===== config.mk =====
export PLATFORM = sky130hd
export DESIGN_NAME = gf2m_inverse_euclid_unit
export DESIGN_NICKNAME = d
export VERILOG_FILES = /design/src/hw/rtl/gie_pkg.sv /design/src/hw/rtl/gie_step.sv /design/src/hw/rtl/gf2m_inverse_euclid_unit.sv
export VERILOG_INCLUDE_DIRS = /design/src /design/src/hw/rtl
export SDC_FILE = /design/constraint.sdc
export NUM_CORES = 2
export LEC_CHECK = 0
export BUFFER_PORTS_ARGS = -buffer_cell sky130_fd_sc_hd__buf_2
export CAP_MARGIN = 15
export CORE_UTILIZATION = 37
export DETAILED_ROUTE_END_ITERATION = 10
export GPL_ROUTABILITY_DRIVEN = 0
export PLACE_DENSITY = 0.62
export RECOVER_POWER = 25
export SYNTH_ARGS = -nofsm -noshare
export SYNTH_HDL_FRONTEND = slang
export SYNTH_SLANG_ARGS = --single-unit

===== constraint.sdc =====
create_clock -name clk -period 10.2 [get_ports clk]
set_clock_uncertainty 0.2 [all_clocks]
set_input_delay 1.02 -clock clk [delete_from_list [all_inputs] [get_ports clk]]
set_output_delay 1.02 -clock clk [all_outputs]
set_load 0.005 [all_outputs]

===== src/hw/rtl/gf2m_inverse_euclid_unit_defines.svh =====
// Assertion macros for the GF(2^m) inverse unit.
`ifndef GF2M_INVERSE_EUCLID_UNIT_DEFINES_SVH
`define GF2M_INVERSE_EUCLID_UNIT_DEFINES_SVH

// Check that cons holds in the same cycle as ante.
`define GIE_ASSERT_NOW(label, ante, cons, msg) \
  label: assert property (@(posedge clk) disable iff (rst) (ante) |-> (cons)) \
    else $error(msg);

// Check that cons holds in the cycle after ante.
`define GIE_ASSERT_NEXT(label, ante, cons, msg) \
  label: assert property (@(posedge clk) disable iff (rst) (ante) |=> (cons)) \
    else $error(msg);

`endif


===== src/hw/rtl/gie_pkg.sv =====
// Shared types and status codes for the GF(2^m) inverse unit.
package gie_pkg;

  typedef enum logic [1:0] {
    ST_OK    = 2'd0,
    ST_ZERO  = 2'd1,
    ST_NOINV = 2'd2
  } status_t;

  typedef struct packed {
    logic valid;
    logic zero;
  } ctl_t;

endpackage


===== src/hw/rtl/gie_step.sv =====
// One registered reduction step of the extended Euclidean pipeline.
module gie_step #(
  parameter int W = 11
) (
  input  logic          clk,
  input  logic          rst,
  input  gie_pkg::ctl_t ctl_in,
  input  logic [W-1:0]  r1_in,
  input  logic [W-1:0]  r2_in,
  input  logic [W-1:0]  t1_in,
  input  logic [W-1:0]  t2_in,
  output gie_pkg::ctl_t ctl,
  output logic [W-1:0]  r1,
  output logic [W-1:0]  r2,
  output logic [W-1:0]  t1,
  output logic [W-1:0]  t2
);
  import gie_pkg::*;

  localparam int DW = $clog2(W + 1);

  function automatic logic [DW-1:0] lvl(input logic [W-1:0] p);
    logic [DW-1:0] l;
    l = '0;
    for (int i = 0; i < W; i++) begin
      if (p[i]) l = DW'(i + 1);
    end
    return l;
  endfunction

  logic [DW-1:0] l1, l2, la1, la2, sh;
  logic          swap;
  logic [W-1:0]  a1, a2, at1, at2;
  logic [W-1:0]  r1_next, t1_next;

  always_comb begin
    l1   = lvl(r1_in);
    l2   = lvl(r2_in);
    swap = l1 < l2;
    a1   = swap ? r2_in : r1_in;
    a2   = swap ? r1_in : r2_in;
    at1  = swap ? t2_in : t1_in;
    at2  = swap ? t1_in : t2_in;
    la1  = swap ? l2 : l1;
    la2  = swap ? l1 : l2;
    sh   = la1 - la2;
    if (la2 != '0) begin
      r1_next = a1 ^ (a2 << sh);
      t1_next = at1 ^ (at2 << sh);
    end else begin
      r1_next = a1;
      t1_next = at1;
    end
  end

  always_ff @(posedge clk) begin
    if (rst) begin
      ctl <= '0;
    end else begin
      ctl <= ctl_in;
    end
  end

  always_ff @(posedge clk) begin
    r1 <= r1_next;
    r2 <= a2;
    t1 <= t1_next;
    t2 <= at2;
  end

endmodule


===== src/hw/rtl/gf2m_inverse_euclid_unit.sv =====
// Top level: pipelined GF(2^m) inverse by the extended Euclidean algorithm.
// Throughput: one operand per cycle; busy stays low, the receiver never stalls.
// Latency is set by the input register, 2*DEGREE+1 step stages and the output register.
// Synchronous active-high reset clears valid bits and loads the modulus reset value.
module gf2m_inverse_euclid_unit #(
  parameter int DEGREE        = 10,
  parameter int MODULUS_RESET = 1033
) (
  input  logic                clk,
  input  logic                rst,
  input  logic                start,
  output logic                busy,
  input  logic [DEGREE-1:0]   operand,
  output logic                done,
  output logic [DEGREE-1:0]   inverse,
  output logic [1:0]          status,
  input  logic                cfg_valid,
  output logic                cfg_ready,
  input  logic [DEGREE:0]     modulus_poly
);
  import gie_pkg::*;
  `include "gf2m_inverse_euclid_unit_defines.svh"

  localparam int W      = DEGREE + 1;
  localparam int NSTAGE = 2 * DEGREE + 1;
  localparam int LAT    = NSTAGE + 2;

  logic [W-1:0] modulus;
  ctl_t         ctl_s [NSTAGE+1];
  logic [W-1:0] r1_s  [NSTAGE+1];
  logic [W-1:0] r2_s  [NSTAGE+1];
  logic [W-1:0] t1_s  [NSTAGE+1];
  logic [W-1:0] t2_s  [NSTAGE+1];
  logic         accept;
  status_t      status_next;

  assign busy      = 1'b0;
  assign cfg_ready = 1'b1;
  assign accept    = start && !busy;

  always_ff @(posedge clk) begin
    if (rst) begin
      modulus <= W'(MODULUS_RESET);
    end else if (cfg_valid && cfg_ready) begin
      modulus <= modulus_poly;
    end
  end

  always_ff @(posedge clk) begin
    if (rst) begin
      ctl_s[0] <= '0;
    end else begin
      ctl_s[0].valid <= accept;
      ctl_s[0].zero  <= operand == '0;
    end
  end

  always_ff @(posedge clk) begin
    r1_s[0] <= modulus;
    r2_s[0] <= {1'b0, operand};
    t1_s[0] <= '0;
    t2_s[0] <= W'(1);
  end

  for (genvar k = 0; k < NSTAGE; k++) begin : g_step
    gie_step #(.W(W)) u_step (
      .clk    (clk),
      .rst    (rst),
      .ctl_in (ctl_s[k]),
      .r1_in  (r1_s[k]),
      .r2_in  (r2_s[k]),
      .t1_in  (t1_s[k]),
      .t2_in  (t2_s[k]),
      .ctl    (ctl_s[k+1]),
      .r1     (r1_s[k+1]),
      .r2     (r2_s[k+1]),
      .t1     (t1_s[k+1]),
      .t2     (t2_s[k+1])
    );
  end

  always_comb begin
    priority if (ctl_s[NSTAGE].zero) begin
      status_next = ST_ZERO;
    end else if (r1_s[NSTAGE] == W'(1)) begin
      status_next = ST_OK;
    end else begin
      status_next = ST_NOINV;
    end
  end

  always_ff @(posedge clk) begin
    if (rst) begin
      done <= 1'b0;
    end else begin
      done <= ctl_s[NSTAGE].valid;
    end
  end

  always_ff @(posedge clk) begin
    status  <= status_next;
    inverse <= (status_next == ST_OK) ? t1_s[NSTAGE][DEGREE-1:0] : '0;
  end

  `GIE_ASSERT_NOW(a_latency, accept, ##(LAT) done, "result strobe missing after accept")
  `GIE_ASSERT_NOW(a_status_code, done,
    status == ST_OK || status == ST_ZERO || status == ST_NOINV, "bad status code")
  `GIE_ASSERT_NOW(a_zero_on_fail, done && status != ST_OK, inverse == '0,
    "nonzero inverse on failure")
  `GIE_ASSERT_NEXT(a_zero_operand, accept && operand == '0, ctl_s[0].zero,
    "zero operand flag lost")

endmodule

==> results.cfg <==
[outcome]
status = finished, violations left
violations = capacitance limit, slew limit

[timing]
fin_crit_ps = 7307
finalCritPeriodShare_pct = 71.64
hold_viol = 0
slew_headroom_pct = -107.8
tns_ps = 0
grt_setup_unrepaired = no
worst_slew_pin_slew_ps = 3117
slew_viol_final = 633
fmax_ghz = 0.1368
setup_viol = 0

[cells_and_area]
seqCellArea_mm2 = 0.01884
synthToLayoutAreaGrowth_pct = 8.977
n_antenna_cell = 0
multi_input_area_mm2 = 0.03673
post_route_cells_drive_above_1_share_pct = 6.715
nFillCells = 15565
fin_nets = 6810

[worst_setup_path]
crit_end = g_step[17].u_step.r1[9]$_DFF_P_
reg2regPathDepth = 13
critPathMostFrequentCell = ha_1
startpoint = g_step[16].u_step.r2[9]$_DFF_P_
startpoint_type = flop
end_kind = flop
cp.required_ps = 10550
critPathMaxFanout = 53
path_cells = or4_4 > a21o_1 > ha_1 > nand2_1 > o21ai_4 > clkbuf_1 > a31oi_1 > ha_1 > inv_1 > o31a_1 > or3_1 > a31o_2 > xor2_1
reg2reg_to = g_step[17].u_step.r1[9]$_DFF_P_
crit_type = reg2reg
rrSetupSlack_ps = 2890
slowest_stage = clkbuf_1
r2r-start = g_step[16].u_step.r2[9]$_DFF_P_
worstPathArrival_ps = 7660
slowest_delay_ps = 2190

[logic_synthesis]
yosysUniqueCellTypes = 93
yosys.area_share.simple_pct = 17.89
synth-edff-count = 0
synth.cell_area_mm2 = 0.05872
yosysMostFrequentCell = mux2i_1
synth.top_cells.by_count = 1048 x mux2i_1, 941 x dfxtp_1, 587 x nor2_1, 509 x inv_1, 473 x nand2_1
synth_xor_area_share_pct = 6.488
synth_flop_cell = dfxtp_1
synth.area.top_cells = dfxtp_1 32%, mux2i_1 18%, xor2_1 3.8%
synth_nets = 6929
yosysWarnings = 0
netlist.area_leader.share_pct = 32.08
synth_fa_ha_area_share_pct = 3.090
synth_compound_area_share_pct = 12.12
netlist_instances = 6759
async_reset_ff_share_pct = 0
synth_top_family_by_area = multiplexers
muxShareOfSynthArea_pct = 22.70
synth-seq-area-share_pct = 32.08
yosysTopAreaCell = dfxtp_1
yosys_register_bits = 941
syn_area_per_cell_um2 = 8.688

[floorplanning]
fp.dieW_um = 400.4
ios = 40
rows = 145
start_util_pct = 37.42
fp.dieArea_mm2 = 0.1603
die_h_um = 400.4
core_area_mm2 = 0.1569

[routing]
drt_iter0_markers = 3955
drt_first_pass_iters = 6
wl_per_cell_um = 17.07
ant_nets = 0
routed_wl_mm = 149.7
vias = 48528
top_layer = met4
via_per_inst = 5.531
wl_met2_mm = 70.92
drc = 0
wirelength_met1_mm = 67.19
wl_met3_mm = 7.732

[grt]
grt_pass1_vias = 45816
grt_pass1_wl_mm = 242.3
grt_usage_pct = 17.91
grt-ovfl-total = 0
grt_max_degree = 56
antenna_found_initial = 0

[clock_network]
clock_sinks = 941
insertion_delay_ps = 700
cts_resized = 0
holdBufCountCts = 0
clockRootBuffer = clkbuf_16
htreeDepth = 3
cts_buffers = 94
clk_pin_slew_ps = 60
cts.path.max_buffers = 3
post-cts-setup-buffer-count = 0
cts_tree = built

[worst_hold_path]
min-delay-start = modulus[0]$_SDFFE_PP1P_
holdCritPathClass = reg2reg

[placed_design]
place_hpwl_mm = 113.6
port_buffers = 37

[run]
drv_cap = 13
## routing by layer
metal | GRT usage, % | vias up
li1 | - | 23800
met1 | 23.64 | 22972
met2 | 30.33 | 1458
met3 | 2.524 | 298
met4 | 4.933 | 0
met5 | 0 | -
## flip-flops by register name (all words and copies together) (netlist names)
name / cells
g_step.u_step.t1: 210
g_step.u_step.r2: 220
g_step.u_step.t2: 191
r2_s: 10
modulus: 11
status: 2
g_step.u_step.ctl: 42
done: 1
inverse: 10
g_step.u_step.r1: 231
r1_s: 11
ctl_s: 2
## how the worst min path moves through the flow
| stage | slack, ps | cells after the start | to |
|---|---|---|---|
| 2_1_floorplan | 120 | 0 | r1_s[231]$_DFF_P_ |
| 3_3_place_gp | 130 | 0 | r1_s[234]$_DFF_P_ |
| 3_5_place_dp | 130 | 0 | r1_s[231]$_DFF_P_ |
| 4_1_cts | 150 | 0 | r1_s[231]$_DFF_P_ |
| 5_1_grt | 160 | 0 | r1_s[234]$_DFF_P_ |
| 6_report | 150 | 0 | r1_s[231]$_DFF_P_ |
## stage by stage
step	instance area, µm²	util (%)	hold slack, ps	instances	setup slack [ps]
final	63990	40.78	146.0	8774	2893
after global routing	63990	40.78	157.5	8774	2387
after CTS	64060	40.82	148.3	8769	4102
after detailed placement	60780	38.73	130.5	8597	4105
after global placement	60780	38.73	128.6	8597	4347
after floorplan	58720	-	123.5	6759	5269
## critical path, delay by kind of cell, from the launching register on
family	cells	cell delay (ps)
buffers and inverters	2	2610
AOI/OAI and AO/OA	5	1520
adders and majority gates	2	1310
and+or+nand+nor	3	1000
DFF	1	360
xor gates and xnor gates	1	150
## cell type report
class	instances	share of cell area, %
multi-input cells	4977	57.40
flip-flops and latches	941	29.44
clock buffers	129	4.296
well taps	2058	4.024
inverters	524	3.074
repair buffers	102	0.9346
clock inverters	43	0.8368
## cells by family (layout without fill, tap and decap cells)
| family | Yosys count | count (layout) |
|---|---|---|
| AO/OA/AOI/OAI | 1028 | 1028 |
| adder cells (fa/ha/maj) | 145 | 145 |
| flip-flops | 941 | 941 |
| multiplexers | 1222 | 1222 |
| XOR/XNOR | 435 | 435 |
| buffers and inverters | 841 | 798 |
| AND/OR/NAND/NOR | 2145 | 2145 |
| other | 2 | 2 |
## layout by cell type (no fill, tap or decap), drive strengths merged, types with 16 or more instances in the layout
| cell type | instances |
|---|---|
| a21oi | 255 |
| mux2i | 1048 |
| dfxtp | 941 |
| xor2 | 252 |
| nor3b | 29 |
| clkbuf | 157 |
| nor3 | 216 |
| clkinv | 22 |
| a2111oi | 35 |
| nand2 | 473 |
| nand2b | 81 |
| inv | 528 |
| mux4 | 77 |
| o21a | 18 |
| o211ai | 95 |
| a31oi | 46 |
| nor4 | 93 |
| a211o | 33 |
| or3 | 71 |
| nor2 | 591 |
| o22ai | 18 |
| o21ai | 145 |
| and2 | 69 |
| buf | 74 |
| a211oi | 78 |
| nor2b | 102 |
| nand3 | 213 |
| mux2 | 97 |
| ha | 145 |
| nand4 | 17 |
| and3 | 80 |
| or2 | 16 |
| xnor2 | 183 |
| o41ai | 45 |
| or4 | 47 |
| a221oi | 35 |
| o31ai | 51 |
Power is not shown: default switching activity piles up to over one toggle a cycle in this logic, so the estimate is an artifact.
